<file path="config.mk">
export PLATFORM = sky130hd
export DESIGN_NAME = can_batch_record_validator
export DESIGN_NICKNAME = d
export VERILOG_FILES = /design/src/cbrv_pkg.sv /design/src/cbrv_check.sv /design/src/cbrv_out_reg.sv /design/src/can_batch_record_validator.sv
export SDC_FILE = /design/constraint.sdc
export NUM_CORES = 1
export LEC_CHECK = 0
export ABC_AREA = 1
export BUFFER_PORTS_ARGS = -buffer_cell sky130_fd_sc_hd__buf_2
export CAP_MARGIN = 20
export CORE_AREA = 10 10 172 174
export DETAILED_ROUTE_END_ITERATION = 7
export DIE_AREA = 0 0 182 184
export PLACE_DENSITY = 0.82
export SYNTH_ARGS = -nofsm -noshare
export SYNTH_HDL_FRONTEND = slang
export SYNTH_SLANG_ARGS = --single-unit
</file>
<file path="constraint.sdc">
create_clock -name clk -period 4.2 [get_ports clk]
set_input_delay 0.42 -clock clk [delete_from_list [all_inputs] [get_ports clk]]
set_output_delay 0.42 -clock clk [all_outputs]
set_load 0.01 [all_outputs]
</file>
<file path="src/cbrv_pkg.sv">
// Shared types, constants and a helper function for the CAN batch record validator.
package cbrv_pkg;

  // Byte sizes of the batch header and of one record
  localparam int HEADER_BYTES = 16;
  localparam int RECORD_BYTES = 7;

  // Field widths
  localparam int LEN_W    = 16;
  localparam int COUNT_W  = 8;
  localparam int TIME_W   = 64;
  localparam int DT_W     = 16;
  localparam int IDENT_W  = 32;
  localparam int PLEN_W   = 8;
  localparam int ID_W     = 29;
  localparam int OFFSET_W = 17;
  // Offset arithmetic with one spare bit so a sum never wraps before compare
  localparam int SUM_W    = OFFSET_W + 1;
  // delta_ticks times ten fits in DT_W + 4 bits
  localparam int DT10_W   = DT_W + 4;

  // Identifier word layout
  localparam int EXT_BIT = 29;
  localparam int FD_BIT  = 30;
  localparam int RTR_BIT = 31;
  localparam logic [ID_W-1:0] STD_ID_MAX = ID_W'(32'h7FF);
  localparam logic [PLEN_W-1:0] CLASSIC_MAX_LEN = PLEN_W'(8);

  // Item kinds
  typedef enum logic {
    OP_HEADER = 1'b0,
    OP_RECORD = 1'b1
  } op_t;

  // Per-record and per-batch status codes
  typedef enum logic [3:0] {
    ST_OK       = 4'd0,
    ST_LENGTH   = 4'd1,
    ST_EMPTY    = 4'd2,
    ST_TRUNC    = 4'd3,
    ST_FIRST_DT = 4'd4,
    ST_STD_ID   = 4'd5,
    ST_FD_RTR   = 4'd6,
    ST_RTR_PAY  = 4'd7,
    ST_CLASSIC  = 4'd8,
    ST_FD_LEN   = 4'd9,
    ST_NO_BATCH = 4'd10
  } status_t;

  // Batch context the record checker needs
  typedef struct packed {
    logic                first_pending;
    logic [OFFSET_W-1:0] byte_offset;
    logic [LEN_W-1:0]    batch_length;
  } ctx_t;

  // One result transaction
  typedef struct packed {
    status_t           status;
    logic [ID_W-1:0]   frame_id;
    logic              is_extended;
    logic              is_fd;
    logic              is_remote;
    logic [PLEN_W-1:0] frame_len;
    logic [TIME_W-1:0] frame_time;
    logic              last_of_batch;
    logic              batch_ok;
  } result_t;

  // CAN FD data length ladder: 0..8, 12, 16, 20, 24, 32, 48, 64
  function automatic logic fd_len_ok(input logic [PLEN_W-1:0] n);
    logic ok;
    case (n) inside
      [8'd0:8'd8], 8'd12, 8'd16, 8'd20, 8'd24, 8'd32, 8'd48, 8'd64: ok = 1'b1;
      default: ok = 1'b0;
    endcase
    return ok;
  endfunction

endpackage

</file>
<file path="src/cbrv_check.sv">
// Record checker: ordered validity checks and the byte offset after a good record.
module cbrv_check (
  input  cbrv_pkg::ctx_t                   ctx,
  input  logic [cbrv_pkg::DT_W-1:0]        delta_ticks,
  input  logic [cbrv_pkg::IDENT_W-1:0]     raw_ident,
  input  logic [cbrv_pkg::PLEN_W-1:0]      payload_len,
  output cbrv_pkg::status_t                status,
  output logic [cbrv_pkg::OFFSET_W-1:0]    next_offset
);

  logic                            ext;
  logic                            fd;
  logic                            rtr;
  logic [cbrv_pkg::SUM_W-1:0]      after;
  logic [cbrv_pkg::SUM_W-1:0]      total;
  logic [cbrv_pkg::SUM_W-1:0]      limit;

  assign ext = raw_ident[cbrv_pkg::EXT_BIT];
  assign fd  = raw_ident[cbrv_pkg::FD_BIT];
  assign rtr = raw_ident[cbrv_pkg::RTR_BIT];

  // Offsets at the end of the record header and of its payload
  assign after = {1'b0, ctx.byte_offset} + cbrv_pkg::SUM_W'(cbrv_pkg::RECORD_BYTES);
  assign total = after + cbrv_pkg::SUM_W'(payload_len);
  assign limit = cbrv_pkg::SUM_W'(ctx.batch_length);

  assign next_offset = total[cbrv_pkg::OFFSET_W-1:0];

  // First failing check wins
  always_comb begin
    if (after > limit) begin
      status = cbrv_pkg::ST_TRUNC;
    end else if (ctx.first_pending && (delta_ticks != '0)) begin
      status = cbrv_pkg::ST_FIRST_DT;
    end else if (!ext && (raw_ident[cbrv_pkg::ID_W-1:0] > cbrv_pkg::STD_ID_MAX)) begin
      status = cbrv_pkg::ST_STD_ID;
    end else if (fd && rtr) begin
      status = cbrv_pkg::ST_FD_RTR;
    end else if (rtr && (payload_len != '0)) begin
      status = cbrv_pkg::ST_RTR_PAY;
    end else if (!fd && (payload_len > cbrv_pkg::CLASSIC_MAX_LEN)) begin
      status = cbrv_pkg::ST_CLASSIC;
    end else if (fd && !cbrv_pkg::fd_len_ok(payload_len)) begin
      status = cbrv_pkg::ST_FD_LEN;
    end else if (total > limit) begin
      status = cbrv_pkg::ST_TRUNC;
    end else begin
      status = cbrv_pkg::ST_OK;
    end
  end

endmodule

</file>
<file path="src/cbrv_out_reg.sv">
// Result register: holds one result transaction until the receiver takes it.
module cbrv_out_reg (
  input  logic              clk,
  input  logic              rst_n,
  input  logic              load,
  input  cbrv_pkg::result_t res,
  input  logic              out_stall,
  output logic              valid,
  output cbrv_pkg::result_t res_q
);

  logic              valid_r;
  logic              valid_nxt;
  cbrv_pkg::result_t res_r;

  // Load replaces the held result; otherwise it clears once taken
  always_comb begin
    if (load) begin
      valid_nxt = 1'b1;
    end else if (valid_r && !out_stall) begin
      valid_nxt = 1'b0;
    end else begin
      valid_nxt = valid_r;
    end
  end

  always_ff @(posedge clk) begin
    if (!rst_n) begin
      valid_r <= 1'b0;
    end else begin
      valid_r <= valid_nxt;
    end
  end

  // Payload needs no reset
  always_ff @(posedge clk) begin
    if (load) begin
      res_r <= res;
    end
  end

  assign valid = valid_r;
  assign res_q = res_r;

endmodule

</file>
<file path="src/can_batch_record_validator.sv">
// Top level of the CAN batch record validator: batch state, result build, result register.
//
// Usage:
//   Input channel (in_valid / in_stall): a header transaction (in_op = 0) opens a batch
//   with its length, record count and base time; each record transaction (in_op = 1)
//   carries delta ticks, identifier word and payload length.
//   Result channel (out_valid / out_stall): one result per record, and one for a
//   rejected header; an accepted header gives none.
//   Output: a result is in the output register in the cycle after its item is accepted.
//   Throughput: one item per cycle while out_stall is low; the whole check and the 64-bit time add
//   sit between the input handshake and the single result register.
//   Stall: while a result waits with out_stall high, in_stall is high and no item is
//   taken; when the receiver takes the result, a new item can be taken in that same cycle.
//   Reset (rst_n low, synchronous): no batch open, all counters zero, result register
//   empty. A record with no open batch reports "no batch" and changes nothing.
//   Batch verdict: the final record carries last_of_batch, and batch_ok when no check
//   failed and the byte count matched the declared total exactly.
module can_batch_record_validator (
  input  logic                               clk,
  input  logic                               rst_n,
  // Input channel
  input  logic                               in_valid,
  output logic                               in_stall,
  input  logic                               in_op,
  input  logic [cbrv_pkg::LEN_W-1:0]         in_batch_len,
  input  logic [cbrv_pkg::COUNT_W-1:0]       in_record_count,
  input  logic [cbrv_pkg::TIME_W-1:0]        in_base_time,
  input  logic [cbrv_pkg::DT_W-1:0]          in_delta_ticks,
  input  logic [cbrv_pkg::IDENT_W-1:0]       in_raw_ident,
  input  logic [cbrv_pkg::PLEN_W-1:0]        in_payload_len,
  // Result channel
  output logic                               out_valid,
  input  logic                               out_stall,
  output logic [3:0]                         out_status,
  output logic [cbrv_pkg::ID_W-1:0]          out_frame_id,
  output logic                               out_is_extended,
  output logic                               out_is_fd,
  output logic                               out_is_remote,
  output logic [cbrv_pkg::PLEN_W-1:0]        out_frame_len,
  output logic [cbrv_pkg::TIME_W-1:0]        out_frame_time,
  output logic                               out_last_of_batch,
  output logic                               out_batch_ok
);

  // Batch state
  logic                             batch_open_r,    batch_open_nxt;
  logic [cbrv_pkg::COUNT_W-1:0]     records_left_r,  records_left_nxt;
  logic [cbrv_pkg::OFFSET_W-1:0]    byte_offset_r,   byte_offset_nxt;
  logic [cbrv_pkg::LEN_W-1:0]       batch_length_r,  batch_length_nxt;
  logic [cbrv_pkg::TIME_W-1:0]      batch_time_r,    batch_time_nxt;
  logic                             first_pending_r, first_pending_nxt;
  cbrv_pkg::status_t                batch_error_r,   batch_error_nxt;

  logic                             accept;
  logic                             load;
  logic                             res_valid;
  cbrv_pkg::result_t                res;
  cbrv_pkg::result_t                res_q;
  cbrv_pkg::ctx_t                   ctx;
  cbrv_pkg::status_t                chk_status;
  logic [cbrv_pkg::OFFSET_W-1:0]    chk_offset;
  logic [cbrv_pkg::DT10_W-1:0]      dt_x10;
  logic                             last;

  // Take a new item whenever the result register is empty or being drained
  assign in_stall = res_valid && out_stall;
  assign accept   = in_valid && !in_stall;

  assign ctx.first_pending = first_pending_r;
  assign ctx.byte_offset   = byte_offset_r;
  assign ctx.batch_length  = batch_length_r;

  cbrv_check u_check (
    .ctx         (ctx),
    .delta_ticks (in_delta_ticks),
    .raw_ident   (in_raw_ident),
    .payload_len (in_payload_len),
    .status      (chk_status),
    .next_offset (chk_offset)
  );

  // delta times ten as two shifted adds
  assign dt_x10 = ({4'b0, in_delta_ticks} << 3) + ({4'b0, in_delta_ticks} << 1);

  // Batch state update and result build
  always_comb begin
    batch_open_nxt    = batch_open_r;
    records_left_nxt  = records_left_r;
    byte_offset_nxt   = byte_offset_r;
    batch_length_nxt  = batch_length_r;
    batch_time_nxt    = batch_time_r;
    first_pending_nxt = first_pending_r;
    batch_error_nxt   = batch_error_r;
    res               = '0;
    load              = 1'b0;
    last              = 1'b0;

    if (accept) begin
      if (in_op == cbrv_pkg::OP_HEADER) begin
        // Header drops any open batch
        batch_open_nxt    = 1'b0;
        records_left_nxt  = '0;
        first_pending_nxt = 1'b0;
        batch_error_nxt   = cbrv_pkg::ST_OK;
        if (in_batch_len < cbrv_pkg::LEN_W'(cbrv_pkg::HEADER_BYTES)) begin
          load              = 1'b1;
          res.status        = cbrv_pkg::ST_LENGTH;
          res.last_of_batch = 1'b1;
        end else if (in_record_count == '0) begin
          load              = 1'b1;
          res.status        = cbrv_pkg::ST_EMPTY;
          res.last_of_batch = 1'b1;
        end else begin
          batch_open_nxt    = 1'b1;
          records_left_nxt  = in_record_count;
          byte_offset_nxt   = cbrv_pkg::OFFSET_W'(cbrv_pkg::HEADER_BYTES);
          batch_length_nxt  = in_batch_len;
          batch_time_nxt    = in_base_time;
          first_pending_nxt = 1'b1;
        end
      end else begin
        load            = 1'b1;
        res.frame_id    = in_raw_ident[cbrv_pkg::ID_W-1:0];
        res.is_extended = in_raw_ident[cbrv_pkg::EXT_BIT];
        res.is_fd       = in_raw_ident[cbrv_pkg::FD_BIT];
        res.is_remote   = in_raw_ident[cbrv_pkg::RTR_BIT];
        res.frame_len   = in_payload_len;
        if (!batch_open_r) begin
          res.status = cbrv_pkg::ST_NO_BATCH;
        end else begin
          res.frame_time = batch_time_r + cbrv_pkg::TIME_W'(dt_x10);
          // First error of the batch is latched; later records are not checked
          if (batch_error_r == cbrv_pkg::ST_OK) begin
            batch_error_nxt = chk_status;
            if (chk_status == cbrv_pkg::ST_OK) begin
              byte_offset_nxt = chk_offset;
            end
          end
          first_pending_nxt = 1'b0;
          if (records_left_r <= cbrv_pkg::COUNT_W'(1)) begin
            last             = 1'b1;
            records_left_nxt = '0;
            batch_open_nxt   = 1'b0;
            if ((batch_error_nxt == cbrv_pkg::ST_OK) &&
                (byte_offset_nxt != cbrv_pkg::OFFSET_W'(batch_length_r))) begin
              batch_error_nxt = cbrv_pkg::ST_LENGTH;
            end
          end else begin
            records_left_nxt = records_left_r - cbrv_pkg::COUNT_W'(1);
          end
          res.status        = batch_error_nxt;
          res.last_of_batch = last;
          res.batch_ok      = last && (batch_error_nxt == cbrv_pkg::ST_OK);
        end
      end
    end
  end

  // Control state
  always_ff @(posedge clk) begin
    if (!rst_n) begin
      batch_open_r    <= 1'b0;
      records_left_r  <= '0;
      byte_offset_r   <= '0;
      batch_length_r  <= '0;
      batch_time_r    <= '0;
      first_pending_r <= 1'b0;
      batch_error_r   <= cbrv_pkg::ST_OK;
    end else begin
      batch_open_r    <= batch_open_nxt;
      records_left_r  <= records_left_nxt;
      byte_offset_r   <= byte_offset_nxt;
      batch_length_r  <= batch_length_nxt;
      batch_time_r    <= batch_time_nxt;
      first_pending_r <= first_pending_nxt;
      batch_error_r   <= batch_error_nxt;
    end
  end

  cbrv_out_reg u_out (
    .clk       (clk),
    .rst_n     (rst_n),
    .load      (load),
    .res       (res),
    .out_stall (out_stall),
    .valid     (res_valid),
    .res_q     (res_q)
  );

  assign out_valid         = res_valid;
  assign out_status        = res_q.status;
  assign out_frame_id      = res_q.frame_id;
  assign out_is_extended   = res_q.is_extended;
  assign out_is_fd         = res_q.is_fd;
  assign out_is_remote     = res_q.is_remote;
  assign out_frame_len     = res_q.frame_len;
  assign out_frame_time    = res_q.frame_time;
  assign out_last_of_batch = res_q.last_of_batch;
  assign out_batch_ok      = res_q.batch_ok;

  // A closed batch has no records outstanding
  a_closed_empty: assert property (@(posedge clk) disable iff (!rst_n)
    !batch_open_r |-> (records_left_r == '0))
    else $error("records outstanding with no open batch");

  // While a batch is clean, the offset never passes the declared length
  a_offset_bound: assert property (@(posedge clk) disable iff (!rst_n)
    (batch_open_r && (batch_error_r == cbrv_pkg::ST_OK)) |->
      (byte_offset_r <= cbrv_pkg::OFFSET_W'(batch_length_r)))
    else $error("byte offset past batch length in a clean batch");

  // A passing verdict only comes with the last record and an ok status
  a_ok_verdict: assert property (@(posedge clk) disable iff (!rst_n)
    (out_valid && out_batch_ok) |->
      (out_last_of_batch && (out_status == cbrv_pkg::ST_OK)))
    else $error("batch_ok without last record or with error status");

  // A held result is never overwritten by a new load
  a_no_overwrite: assert property (@(posedge clk) disable iff (!rst_n)
    (res_valid && out_stall) |-> !load)
    else $error("result register loaded while stalled");

  // An accepted record with no batch never changes the batch state
  a_no_batch_quiet: assert property (@(posedge clk) disable iff (!rst_n)
    (accept && (in_op == cbrv_pkg::OP_RECORD) && !batch_open_r) |=>
      (!batch_open_r && (records_left_r == '0)))
    else $error("record without batch changed batch state");

endmodule

</file>
* Word-level counts from Yosys, hierarchy flattened
Index checks and enable logic that the tools add are counted.
** Storage, ports and cells
- Bits of input ports :: 149
- Logic and storage cells :: 138
- Flip-flop bits (word level) :: 222
- Output and inout bits :: 112
** Cells by class
- Eq/ne operators :: 11
- Add/subtract/negate cells :: 5
- Bitwise operators :: 3
- $lt $le $gt $ge :: 8
- Mux-type cells :: 63
- Reduce and logical (&&, ||, !) cells :: 31
** Operators with widths (count)
- two-way mux 17 bit :: 9
- two-way mux 4 bit :: 20
- adder 64 x 20 -> 64 bit :: 1
- two-way mux 8 bit :: 5
- greater-than comparator 18 x 16 -> 1 bit :: 2
- greater-than comparator 29 x 11 -> 1 bit, second input constant :: 1
- two-way mux 1 bit :: 25
- equality test 8 x 5 -> 1 bit, second input constant :: 3
- adder 19 x 17 -> 20 bit :: 1
- adder 17 x 3 -> 18 bit, second input constant :: 1
- adder 18 x 8 -> 18 bit :: 1
- != test 17 x 16 -> 1 bit :: 1
- equality test 8 x 6 -> 1 bit, second input constant :: 2
- zero test 4 bit :: 4
- < comparator 16 x 5 -> 1 bit, second input constant :: 1
- nonzero test 16 bit :: 1
- logical AND 1 bit :: 12
- equality test 8 x 4 -> 1 bit, second input constant :: 1
- equality test 8 x 7 -> 1 bit, second input constant :: 1
- greater-or-equal comparator 8 x 1 -> 1 bit, second input constant :: 1
- greater-than comparator 8 x 4 -> 1 bit, second input constant :: 1
- <= comparator 8 x 1 -> 1 bit, second input constant :: 1
- <= comparator 8 x 4 -> 1 bit, second input constant :: 1
- zero test 8 bit :: 1
- 12 further kinds :: 24

* Logic depth before layout (Yosys ltp)
Gate-level depths: netlist of the first run.
- Word-level depth :: 36
- Depth in mapped cells :: 43
- Gate-level depth less buffers :: 42

* Hierarchy
From an unflattened synthesis of the first run, not the netlist that was laid out.
** Unflattened totals
- Cell total of the unflattened synthesis :: 1804
- Area total of the unflattened synthesis :: 13731.9 um^2
** Modules (own cells, without submodules)
- can_batch_record_validator :: cells each 1337, times used 1, sequential area each 2222.1 um^2, area an instance 8239.2 um^2
- cbrv_out_reg :: cells each 115, times used 1, sequential area each 3323.2 um^2, area an instance 3343.2 um^2
- cbrv_check :: cells each 352, times used 1, sequential area each 0.0 um^2, area an instance 2149.6 um^2

* Least setup slack after synthesis of the first run
Ideal clock, no wire load.
- Kind :: flip-flop to flip-flop
- From :: register byte_offset_r[0] (netlist bit)
- To :: register u_out.res_r (netlist bit u_out.res_q[106]), data pin
- Data arrival time :: 4.315 ns
- Cell stages (with the launch flop) :: 40
- Slack :: -0.377 ns
- Data required time :: 3.937 ns
- Period minus slack after synthesis :: 4.577 ns
- Path through :: dfxtp_1 > inv_1 > ha_1 > a21oi_2 > nand3_1 > xor2_1 > ha_1 > nand2_1 > nor2_1 > nand2_1 > nand2_1 > nand3_1 > nand2_1 > nand2_1 > nor3_1 > nand3_1 > xor2_1 > inv_1 > [... 4 more ...] > nand2_1 > nand3_1 > nand2_1 > nand2_1 > nand2_2 > buf_6 > buf_8 > nand4_1 > nand3_1 > nand2_1 > nor2_1 > nand2_1 > nor2_1 > nand3_1 > nand2_1 > nand2_1 > nand2_1 > a21oi_1
** On the way
- Word-level cells in the longest chain between the ends :: 26
** Ends and longest elaborated chain
- start, declared :: line can_batch_record_validator.sv:48 : logic [cbrv_pkg::OFFSET_W-1:0] byte_offset_r, byte_offset_nxt;
- start signal, assigned :: line can_batch_record_validator.sv:172 : byte_offset_r <= byte_offset_nxt;
- adder 17 x 3 -> 18 bit :: line cbrv_check.sv:23 : assign after = {1'b0, ctx.byte_offset} + cbrv_pkg::SUM_W'(cbrv_pkg::RECORD_BYTES);
- adder 18 x 8 -> 18 bit :: line cbrv_check.sv:24 : assign total = after + cbrv_pkg::SUM_W'(payload_len);
- greater-than comparator 18 x 16 -> 1 bit :: line cbrv_check.sv:45 : end else if (total > limit) begin
- two-way mux 2 bit :: line cbrv_check.sv:45
- two-way mux 4 bit :: line cbrv_check.sv:43 : end else if (fd && !cbrv_pkg::fd_len_ok(payload_len)) begin
- two-way mux 4 bit :: line cbrv_check.sv:41 : end else if (!fd && (payload_len > cbrv_pkg::CLASSIC_MAX_LEN)) begin
- two-way mux 4 bit :: line cbrv_check.sv:39 : end else if (rtr && (payload_len != '0)) begin
- two-way mux 4 bit :: line cbrv_check.sv:37 : end else if (fd && rtr) begin
- [... 10 more ...]
- logical AND 1 bit :: line can_batch_record_validator.sv:144 : if ((batch_error_nxt == cbrv_pkg::ST_OK) &&
- two-way mux 4 bit :: line can_batch_record_validator.sv:144
- two-way mux 4 bit (*) :: line can_batch_record_validator.sv:140 : if (records_left_r <= cbrv_pkg::COUNT_W'(1)) begin
- two-way mux 4 bit (*) :: line can_batch_record_validator.sv:128 : if (!batch_open_r) begin
- two-way mux 4 bit (*) :: line can_batch_record_validator.sv:99 : if (in_op == cbrv_pkg::OP_HEADER) begin
- two-way mux 4 bit (*) :: line can_batch_record_validator.sv:98 : if (accept) begin
- two-way mux 4 bit (*) :: line can_batch_record_validator.sv:128
- two-way mux 4 bit (*) :: line can_batch_record_validator.sv:99
- end signal, assigned :: line cbrv_out_reg.sv:38 : res_r <= res;
- end, declared :: line cbrv_out_reg.sv:14 : cbrv_pkg::result_t res_r;
Every way passes the cells marked *; elsewhere a longest branch is shown, timed or not. The select of a mux whose other input is x is not followed.
A chain may end at the register's enable or synchronous reset.

* Worst setup path in the final report of the first run
Ends and elaborated chain as after synthesis.

==> results of run 1 <==
==> power groups by stage <==
stage	clock, mW	sequential (mW)	combinational [mW]
after floorplan	0	2.48	0.659
after global placement	0	2.46	1.16
after detailed placement	0	2.47	1.18
after CTS	2.16	2.42	1.30
after global routing	2.25	2.43	1.50
final	2.13	2.42	1.37
==> synth_stat cells, drive strengths merged, types with 4 or more instances <==
cell type and n:
nor2 152, o22ai 6, ha 66, nand2 332
edfxtp 110, nor3 43, a31oi 6, o21ai 117
o21bai 4, nand3 98, nor4 25, clkbuf 44
xor2 21, xnor2 4, o211ai 8, fa 16
nand4 42, a21oi 196, dfxtp 112, inv 247
buf 9, o21a 15
==> layout make-up <==
cell class | instances | area [sq um] | area share (%)
multi-input combinational | 1174 | 7130 | 40.7
clock buffer | 34 | 658 | 3.76
timing repair buffer | 427 | 2700 | 15.4
sequential | 222 | 5550 | 31.7
inverter | 249 | 940 | 5.36
clock inverter | 10 | 121 | 0.693
tap | 335 | 419 | 2.39
==> timing repair <==
item | in CTS | in global routing
pin swaps | 20 | 36
setup endpoints to repair | 21 | 33
hold buffers | 0 | 0
buffers inserted | 11 | 10
gates cloned | 1 | 1
gates resized for setup | 79 | 82
==> worst max path at each step <==
stage                     start                to
6_report       byte_offset_r[0]  u_out.res_q[106]
5_1_grt        byte_offset_r[0]  u_out.res_q[106]
4_1_cts        byte_offset_r[0]  u_out.res_q[106]
3_5_place_dp   byte_offset_r[0]  u_out.res_q[106]
3_3_place_gp   byte_offset_r[0]    u_out.res_q[0]
2_1_floorplan  byte_offset_r[0]  u_out.res_q[106]
==> flip-flops by register name, summed over array words and instances, names as in the netlist <==
| register | flops |
|---|---|
| records_left_r | 8 |
| first_pending_r | 1 |
| byte_offset_r | 17 |
| batch_error_r | 4 |
| u_out.res_q | 110 |
| batch_open_r | 1 |
| u_out.valid | 1 |
| batch_time_r | 64 |
| batch_length_r | 16 |
==> logic make-up (layout without fill, tap and decap cells) <==
family	count (synthesis)	count (layout)	synth area share, %
buffers and inverters	302	720	8.93
AO/OA/AOI/OAI	365	365	15.1
XOR/XNOR	25	25	1.66
adder cells (fa/ha/maj)	82	82	8.70
flip-flops	222	222	42.1
AND/OR/NAND/NOR	702	702	23.5
==> routing by layer <==
layer	wire [um]	global-route usage, %
met5	0	0
met4	1850	10.4
met3	3870	5.37
met2	21000	43.4
met1	18200	30.9
==> through the flow <==
stage               worst slack, ns  utilization, %
floorplan                    -0.170               -
finish                       -0.737            67.6
detailed placement           -0.897            61.4
global route                  -1.11            67.6
global placement             -0.730            61.4
CTS                          -0.615            66.0
==> critical path, delay by kind of cell (launching register included) <==
| kind | cells | cell delay [ns] |
|---|---|---|
| AO/OA/AOI/OAI | 3 | 0.28 |
| flip-flops | 1 | 0.35 |
| adder cells (fa/ha/maj) | 3 | 0.76 |
| XOR/XNOR | 2 | 0.38 |
| AND/OR/NAND/NOR | 28 | 2.54 |
| buffers and inverters | 4 | 0.37 |
==> results.py, run 1 <==
metrics = {
    "status": {
        "status": "finished with violations",
        "violations": "negative setup slack",
    },
    "detailed_routing": {
        "num_vias": 13513,
        "ant_nets": 0,
        "post_drt_wl_per_cell_um": 18.3,
        "drc": 0,
        "first_pass_iters": 5,
        "drt_iter0_drc": 1058,
        "routed_via_density": 5.51,
        "drt_wl_total_mm": 44.9,
    },
    "sta": {
        "maxSlewHeadroom_pct": 33.8,
        "min_period_ns": 4.94,
        "slew_viol_final": 0,
        "setup_viol_count_final": 17,
        "hold_violations": 0,
        "clock_skew_ns": 0.0120,
        "setup_tns_ns": -3.70,
        "finalCritPeriodShare_pct": 118,
        "fmax_ghz": 0.203,
        "holdWs_ns": 0.149,
        "max_slew.worst_pin.slew_ns": 0.993,
        "rsz0062_at_grt": "yes",
        "setup_ws_ns": -0.737,
    },
    "logic_synthesis": {
        "synth-seq-cells": 222,
        "syn-num-nets": 1929,
        "synth.top_cells.by_area": "edfxtp_1 (25%), dfxtp_1 (17%), nand2_1 (9.1%), a21oi_1 (7.3%), inv_1 (7.0%)",
        "async_flop_share_pct": 0,
        "syn_area_sq_um": 13200,
        "synth_edf_count": 110,
        "synth.distinct_cells": 52,
        "avgSynthCellArea_sq_um": 7.76,
        "ys_seq_area_share_pct": 42.1,
        "synth_top_cell_area_share_pct": 25.1,
        "synthCells": 1698,
        "yosys.area.top_type": "edfxtp_1",
        "synth_warnings": 0,
        "synth_top_flop_cell": "dfxtp_1",
    },
    "placement": {
        "dp_hpwl_mm": 34.3,
        "portBuffers": 260,
        "dpl.cell_count": 2389,
        "finalWeightedCongestion": 0.974,
        "postPlaceCellArea_sq_um": 15900,
    },
    "cells_and_area": {
        "fill_cells": 2118,
        "nNetsFinal": 2329,
        "layout_common_cells": "nand2_1 (281), buf_2 (260), inv_1 (240), a21oi_1 (176), buf_4 (146)",
        "drive_gt1_share_pct": 29.2,
        "final_cell_area_sq_um": 17500,
        "diodes": 0,
        "mostFrequentLayoutCell": "nand2_1",
        "area_growth_pct": 33.0,
        "instances_no_fill": 2451,
    },
    "worst_setup_path": {
        "reg2reg_slack_ns": -0.74,
        "r2r_cells": 40,
        "worstPathRequired_ns": 4.47,
        "arrival_ns": 5.21,
        "rr_endpoint": "u_out.res_q[106]",
        "cp_slowest_cell": "dfxtp_2",
        "path_max_fanout": 6,
        "r2r-start": "byte_offset_r[0]",
        "cp-end-kind": "flip-flop",
        "worstSetupPathType": "flip-flop to flip-flop",
        "critical-path-max-stage-delay_ns": 0.35,
        "start_kind": "flip-flop",
    },
    "floorplanning": {
        "num_io_pins": 261,
        "initial_core_util_pct": 50.8,
        "rows": 59,
        "coreArea_sq_um": 25900,
        "die_w_um": 182,
        "dieArea_sq_um": 33500,
        "die_h_um": 184,
    },
    "power": {
        "total_power_mw": 5.92,
        "p_leak_nw": 7.75,
        "power.switching_mw": 1.77,
        "power.density_nw_per_um2": 338,
        "power_frac_seq_pct": 40.9,
        "p_int_mw": 4.15,
        "switching_share_pct": 29.8,
        "ir_drop_mv": 0.392,
        "pwr-share-comb_pct": 23.1,
        "power.clock.fraction_pct": 36.0,
    },
    "run": {
        "cap_viol_max_count": 0,
    },
    "hold_path": {
        "holdPathStages": 3,
        "hp-start": "in_base_time[7]",
        "min_path_type": "input pin to flip-flop",
        "min_to": "batch_time_r[7]",
    },
    "global_routing": {
        "antenna_found_initial": 0,
        "grt_overflow": 0,
        "grt_util_all_layers_pct": 25.5,
        "first_global_vias": 13271,
        "grt_pass1_wl_mm": 69.8,
        "grt_start_max_net_pins": 62,
    },
    "clocking": {
        "ctsRootBufferMaster": "clkbuf_16",
        "cts_tree": "yes",
        "clkTransAtPathRegs_ns": 0.06,
        "numCtsBuffers": 24,
        "clock_path_buffers": 3,
        "cts.sinks": 222,
        "htree_num_levels": 1,
        "insertion_delay_ns": 0.53,
    },
}
Note: power is estimated with default switching activity, not from simulation.
==> run 2: changes to the inputs <==
--- a/config.mk
+++ b/config.mk
@@ -8,10 +8,10 @@
 export ABC_AREA = 1
 export BUFFER_PORTS_ARGS = -buffer_cell sky130_fd_sc_hd__buf_2
 export CAP_MARGIN = 20
-export CORE_AREA = 10 10 172 174
+export CORE_AREA = 10 10 183 185
 export DETAILED_ROUTE_END_ITERATION = 7
-export DIE_AREA = 0 0 182 184
-export PLACE_DENSITY = 0.82
+export DIE_AREA = 0 0 193 195
+export PLACE_DENSITY = 0.74
 export SYNTH_ARGS = -nofsm -noshare
 export SYNTH_HDL_FRONTEND = slang
 export SYNTH_SLANG_ARGS = --single-unit
==> run 2 against run 1 <==
- the run still ends with negative setup slack left
- register-to-register slack worse by 0.07 ns
- routed wire length up 3.3%
- critical path type unchanged
- largest cell class unchanged
- clock skew fell by 0.00081 ns
- non-clock buffer count up 24
- fmax shrank 1.4%
- final cell count is 3.6% higher
- count of clock-buffer cells in the layout is 3 lower
- sequential share of layout area is 0.54 points lower
- hold slack got worse by 0.014 ns
- core utilization down 8.2 points
==> results.py, run 2 (synthesis gave the netlist of run 1 again) <==
metrics = {
    "cells_and_area": {
        "fin_util_pct": 59.4,
        "instances_no_fill": 2539,
        "register_area_sq_um": 5550,
        "largest_reg_flops": 110,
        "fill_cells": 2634,
        "mostFrequentLayoutCell": "nand2_1",
        "layout_common_cells": "nand2_1 (281), buf_2 (260), inv_1 (239), a21oi_1 (179), buf_4 (170)",
        "multi_input_area_sq_um": 7120,
        "nNetsFinal": 2354,
        "area_growth_pct": 35.4,
        "drive_gt1_share_pct": 30.1,
    },
    "detailed_routing": {
        "routed_via_density": 5.34,
        "ant_nets": 0,
        "drc": 0,
        "first_pass_iters": 6,
        "num_vias": 13569,
        "post_drt_wl_per_cell_um": 18.3,
        "drt_wl_total_mm": 46.3,
        "drt_iter0_drc": 959,
    },
    "hold_path": {
        "min_path_type": "input pin to flip-flop",
        "holdPathStages": 3,
    },
    "power": {
        "power.density_nw_per_um2": 343,
        "ir_drop_mv": 0.251,
        "p_leak_nw": 7.89,
        "total_power_mw": 6.11,
    },
    "global_routing": {
        "antenna_found_initial": 1,
        "grt_util_all_layers_pct": 23.2,
        "met2_usage_pct": 39.3,
        "busiest_layer": "met2",
        "grt_pass1_wl_mm": 70.4,
        "grt_start_max_net_pins": 65,
        "grtUsageMet1_pct": 28.4,
        "grt_overflow": 0,
        "first_global_vias": 13259,
        "met3_usage_pct": 4.63,
    },
    "worst_setup_path": {
        "cp_slowest_cell": "dfxtp_2",
        "worstSetupPathType": "flip-flop to flip-flop",
        "start_kind": "flip-flop",
        "cp-end-kind": "flip-flop",
        "worstPathRequired_ns": 4.48,
        "path_max_fanout": 6,
        "arrival_ns": 5.29,
        "r2r_cells": 39,
        "crit_top_cell": "nand2_1",
        "critical-path-max-stage-delay_ns": 0.36,
    },
    "floorplanning": {
        "num_io_pins": 261,
        "dieArea_sq_um": 37600,
        "die_w_um": 193,
        "rows": 64,
        "coreArea_sq_um": 30000,
        "initial_core_util_pct": 43.9,
        "die_h_um": 195,
    },
    "placement": {
        "portBuffers": 260,
        "dpl.cell_count": 2469,
        "dp_hpwl_mm": 35.2,
        "finalWeightedCongestion": 0.980,
    },
    "sta": {
        "rsz0062_at_grt": "yes",
        "setup_ws_ns": -0.808,
        "setup_viol_count_final": 22,
        "min_period_ns": 5.01,
        "max_slew.worst_pin.slew_ns": 1.04,
        "clock_skew_ns": 0.0112,
        "maxSlewHeadroom_pct": 30.5,
        "holdWs_ns": 0.136,
        "finalCritPeriodShare_pct": 119,
        "fmax_ghz": 0.200,
        "hold_violations": 0,
        "slew_viol_final": 0,
    },
    "run": {
        "cap_viol_max_count": 0,
    },
    "clocking": {
        "htree_num_levels": 1,
        "clock_path_buffers": 3,
        "numCtsBuffers": 25,
        "clkTransAtPathRegs_ns": 0.06,
        "ctsRootBufferMaster": "clkbuf_16",
        "cts_tree": "yes",
        "cts.sinks": 222,
        "insertion_delay_ns": 0.55,
    },
    "status": {
        "violations": "negative setup slack",
        "status": "finished with violations",
    },
}
[run 2: cell types whose count changed in the layout (fill, tap and decap cells not counted), moves of 4 or more]
cell | previous run | this run
buf_6 | 13 | 17
ha_4 | 4 | 9
nand3_1 | 76 | 81
buf_4 | 146 | 170
ha_1 | 61 | 57
[run 2: worst paths after layout]
path                                        from          endpoint  slack [ns]
worst max register to register  byte_offset_r[0]  u_out.res_q[106]       -0.81
worst min-delay path             in_base_time[3]   batch_time_r[3]        0.14
worst max-delay path            byte_offset_r[0]  u_out.res_q[106]       -0.81
worst min register to register   batch_time_r[2]   batch_time_r[2]        0.47
[run 2: worst max-delay path, delay by kind of cell (launching register included)]
family | cells | cell delay, ns
DFF | 1 | 0.36
adders and majority gates | 3 | 0.74
and+or+nand+nor | 28 | 2.61
xor gates and xnor gates | 2 | 0.41
AOI/OAI and AO/OA | 2 | 0.19
buffers and inverters | 4 | 0.43
[run 2: layout make-up]
| cell class | count | area share [%] |
|---|---|---|
| Sequential cell | 222 | 31.1 |
| Antenna cell | 1 | 0.0140 |
| Tap cell | 396 | 2.78 |
| Clock inverter | 15 | 1.22 |
| Multi-Input combinational cell | 1174 | 39.9 |
| Clock buffer | 31 | 3.63 |
| Timing Repair Buffer | 451 | 16.0 |
| Inverter | 249 | 5.27 |
[run 2: what timing repair did]
action | in CTS | in global routing
pin swaps | 21 | 37
setup endpoints to repair | 22 | 31
cloned | 1 | 0
buffers inserted | 11 | 13
resized for setup | 79 | 75
hold buffers | 0 | 0
endpoints found under the hold margin | 0 | 0
[run 2: per-stage QoR]
step / setup slack [ns] / TNS (ns) / instance area (sq um)
6_report: -0.808 / -4.31 / 17800
2_1_floorplan: -0.170 / -0.276 / 13200
3_5_place_dp: -0.875 / -6.87 / 16100
4_1_cts: -0.649 / -2.57 / 17400
3_3_place_gp: -0.791 / -5.17 / 16100
5_1_grt: -1.11 / -9.20 / 17800
[run 2: metal layers]
metal / routed length, um / part of all wire (%) / vias up
met5: 0 / 0 / -
met4: 1890 / 4.1 / 0
met3: 3860 / 8.3 / 112
met2: 21800 / 47 / 547
met1: 18800 / 41 / 6338
li1: - / - / 6572
[run 2: report_power, final]
part	internal [mW]	total (mW)	leakage, nW	switching [mW]
clock	1.41	2.35	0.419	0.940
combinational	0.547	1.34	5.50	0.792
sequential	2.37	2.42	1.98	0.0565
total	4.32	6.11	7.89	1.79
==> run 3: changes to the inputs <==
--- a/config.mk
+++ b/config.mk
@@ -8,10 +8,12 @@
 export ABC_AREA = 1
 export BUFFER_PORTS_ARGS = -buffer_cell sky130_fd_sc_hd__buf_2
 export CAP_MARGIN = 20
-export CORE_AREA = 10 10 183 185
+export CORE_AREA = 10 10 186 188
 export DETAILED_ROUTE_END_ITERATION = 7
-export DIE_AREA = 0 0 193 195
+export DIE_AREA = 0 0 196 198
+export GPL_TIMING_DRIVEN = 1
 export PLACE_DENSITY = 0.74
 export SYNTH_ARGS = -nofsm -noshare
 export SYNTH_HDL_FRONTEND = slang
+export SYNTH_HIERARCHICAL = 1
 export SYNTH_SLANG_ARGS = --single-unit
==> run 3 against run 2 <==
- the run still ends with negative setup slack left
- critical path type unchanged
- die area rose by 3.1%
- critical endpoint is now u_out/res_q[106]
- critical path depth rose by 5
- largest cell class unchanged
- worst setup slack got worse by 0.11 ns
==> results.py, run 3 <==
metrics = {
    "worst_setup_path": {
        "crit_end": "u_out/res_q[106]",
        "rr_endpoint": "u_out/res_q[106]",
        "startpoint": "byte_offset_r[1]",
        "path_max_fanout": 6,
        "cp_top_family": "simple AND/OR/NAND/NOR gates",
        "critical-path-max-stage-delay_ns": 0.33,
        "cp-end-kind": "flip-flop",
        "r2r-start": "byte_offset_r[1]",
        "arrival_ns": 5.39,
        "reg2reg_slack_ns": -0.92,
        "path_buf_inv": 3,
        "start_kind": "flip-flop",
        "cp.depth": 44,
        "cp_slowest_cell": "dfxtp_2",
        "worstPathRequired_ns": 4.47,
        "r2r_cells": 44,
        "worstSetupPathType": "flip-flop to flip-flop",
    },
    "power": {
        "switching_share_pct": 29.3,
        "power.density_nw_per_um2": 325,
        "power.clock.fraction_pct": 38.6,
        "pwr-share-comb_pct": 20.4,
        "power_frac_seq_pct": 41.0,
        "p_leak_nw": 7.97,
        "p_int_mw": 4.23,
        "ir_drop_mv": 0.269,
        "power.switching_mw": 1.75,
        "total_power_mw": 5.98,
    },
    "status": {
        "violations": "negative setup slack",
        "status": "finished with violations",
    },
    "global_routing": {
        "grt_pass1_wl_mm": 73.9,
        "antenna_found_initial": 0,
        "grt_start_max_net_pins": 74,
        "first_global_vias": 13766,
        "grt_overflow": 0,
        "grt_util_all_layers_pct": 23.3,
    },
    "floorplanning": {
        "dieArea_sq_um": 38800,
        "initial_core_util_pct": 44.2,
        "die_h_um": 198,
        "num_io_pins": 261,
        "coreArea_sq_um": 31100,
        "rows": 65,
        "die_w_um": 196,
    },
    "logic_synthesis": {
        "synth.mux.area_fraction_pct": 0,
        "syn_area_sq_um": 13700,
        "syn-num-nets": 2034,
        "synthCells": 1804,
        "synth_edf_count": 110,
        "yosys.area.top_type": "edfxtp_1",
        "synth_top_flop_cell": "dfxtp_1",
        "synthTopCellsByCount": "nand2_1 (363), inv_1 (239), a21oi_1 (177)",
        "synth-seq-cells": 222,
        "synth.most_common_cell": "nand2_1",
        "synth.distinct_cells": 59,
        "synth.top_cells.by_area": "edfxtp_1 (24%), dfxtp_1 (16%), nand2_1 (9.9%), inv_1 (6.5%), a21oi_1 (6.5%)",
        "synth_compound_area_share_pct": 15.9,
        "synthSimpleGateAreaFrac_pct": 25.6,
        "async_flop_share_pct": 0,
        "synth_warnings": 6,
        "ys_seq_area_share_pct": 40.4,
        "synth_adder_area_share_pct": 8.26,
        "avgSynthCellArea_sq_um": 7.61,
        "synth_top_cell_area_share_pct": 24.1,
        "synth_top_family_by_area": "simple AND/OR/NAND/NOR gates",
        "synth-xor-area-share_pct": 1.40,
    },
    "cells_and_area": {
        "diodes": 0,
        "area_growth_pct": 33.8,
        "nNetsFinal": 2460,
        "largest_reg_flops": 110,
        "drive_gt1_share_pct": 30.1,
        "instances_no_fill": 2651,
        "mostFrequentLayoutCell": "nand2_1",
        "fill_cells": 2873,
        "final_cell_area_sq_um": 18400,
        "layout_common_cells": "nand2_1 (326), buf_2 (260), inv_1 (235), nor2_1 (168), buf_4 (165)",
    },
    "sta": {
        "clock_skew_ns": 0.0110,
        "setup_ws_ns": -0.919,
        "fmax_ghz": 0.195,
        "maxSlewHeadroom_pct": 46.2,
        "slew_viol_final": 0,
        "rsz0062_at_grt": "yes",
        "hold_violations": 0,
        "finalCritPeriodShare_pct": 122,
        "holdWs_ns": 0.150,
        "max_slew.worst_pin.slew_ns": 0.805,
        "min_period_ns": 5.12,
        "setup_viol_count_final": 21,
    },
    "placement": {
        "dp_hpwl_mm": 35.9,
        "dpl.cell_count": 2561,
        "finalWeightedCongestion": 0.943,
        "portBuffers": 260,
        "postPlaceCellArea_sq_um": 16500,
        "dp_slack_ns": -1.23,
    },
    "detailed_routing": {
        "drt_wl_total_mm": 47.6,
        "first_pass_iters": 6,
        "routed_via_density": 5.34,
        "num_vias": 14159,
        "drc": 0,
        "post_drt_wl_per_cell_um": 18.0,
        "drt_iter0_drc": 954,
        "ant_nets": 0,
    },
    "clocking": {
        "cts.sinks": 222,
        "ctsRootBufferMaster": "clkbuf_16",
        "clock_path_buffers": 3,
        "cts_tree": "yes",
        "numCtsBuffers": 25,
        "insertion_delay_ns": 0.54,
        "clkTransAtPathRegs_ns": 0.06,
        "htree_num_levels": 1,
    },
    "run": {
        "cap_viol_max_count": 0,
    },
    "hold_path": {
        "min_path_type": "input pin to flip-flop",
    },
}
==> run 3: changes by cell type in the layout (fill, tap and decap cells not counted), moves of 11 or more <==
cell,before,now
a21oi_1,179,160
nand2_1,281,326
nand2_2,32,51
nand3_1,81,63
nand4_1,42,31
nor2_1,131,168
nor3_1,40,56
o21ai_0,111,132
==> run 3: how the worst min path moves through the flow <==
stage | start | to | slack (ns) | depth (start not counted)
2_1_floorplan | batch_time_r[17] | batch_time_r[17] | 0.43 | 2
3_3_place_gp | batch_time_r[1] | batch_time_r[1] | 0.44 | 2
3_5_place_dp | batch_time_r[1] | batch_time_r[1] | 0.44 | 2
4_1_cts | out_stall | u_out/valid | 0.13 | 3
5_1_grt | out_stall | u_out/valid | 0.14 | 3
6_report | out_stall | u_out/valid | 0.15 | 3
==> run 3: per-layer routing <==
metal	track usage (%)	routed length, um	vias to the layer above
li1	-	-	6910
met1	29.0	20000	6635
met2	40.1	22900	508
met3	4.55	3260	106
met4	6.93	1510	0
met5	0	0	-
==> run 3: area by class of cell <==
type / count / area [sq um] / share of cell area, %
clock buffers: 31 / 668 / 3.64
inverters: 246 / 935 / 5.09
repair buffers: 451 / 2860 / 15.6
clock inverters: 15 / 193 / 1.05
multi-input cells: 1284 / 7670 / 41.8
flip-flops and latches: 222 / 5550 / 30.2
well taps: 402 / 503 / 2.74
==> run 3: metrics by stage <==
| stage | utilization [%] | setup TNS [ns] |
|---|---|---|
| 3_5_place_dp | 53.1 | -13.20 |
| 6_report | 59.2 | -7.24 |
| 3_3_place_gp | 53.1 | -11.11 |
| 2_1_floorplan | - | -1.25 |
| 4_1_cts | 57.4 | -6.71 |
| 5_1_grt | 59.2 | -13.55 |
==> run 3: repair_timing <==
action / in CTS / in global routing
cloned: 2 / 0
endpoints found under the setup margin: 22 / 22
resized for setup: 72 / 85
pin swaps: 44 / 60
hold buffers: 0 / 0
buffers inserted: 24 / 19
==> run 3: cells by family (layout without fill, tap and decap cells) <==
logic type / Yosys count / count (layout)
fa+ha+maj: 81 / 81
simple gates: 786 / 788
compound gates: 393 / 393
flops: 222 / 222
xor+xnor: 22 / 22
buf+inv: 300 / 743
==> run 3: power by group through the flow <==
stage	logic (mW)	clock network [mW]	registers, mW
floorplan	0.660	0	2.51
global placement	1.09	0	2.50
detailed placement	1.10	0	2.50
CTS	1.15	2.36	2.45
global route	1.36	2.43	2.47
finish	1.22	2.31	2.45
==> run 3: worst register-to-register path, delay by kind of cell (launching register included) <==
family,cells,cell delay (ns)
AND/OR/NAND/NOR,33,2.80
adder cells (fa/ha/maj),2,0.43
XOR/XNOR,2,0.40
flip-flops,1,0.33
buffers and inverters,3,0.42
AO/OA/AOI/OAI,4,0.47
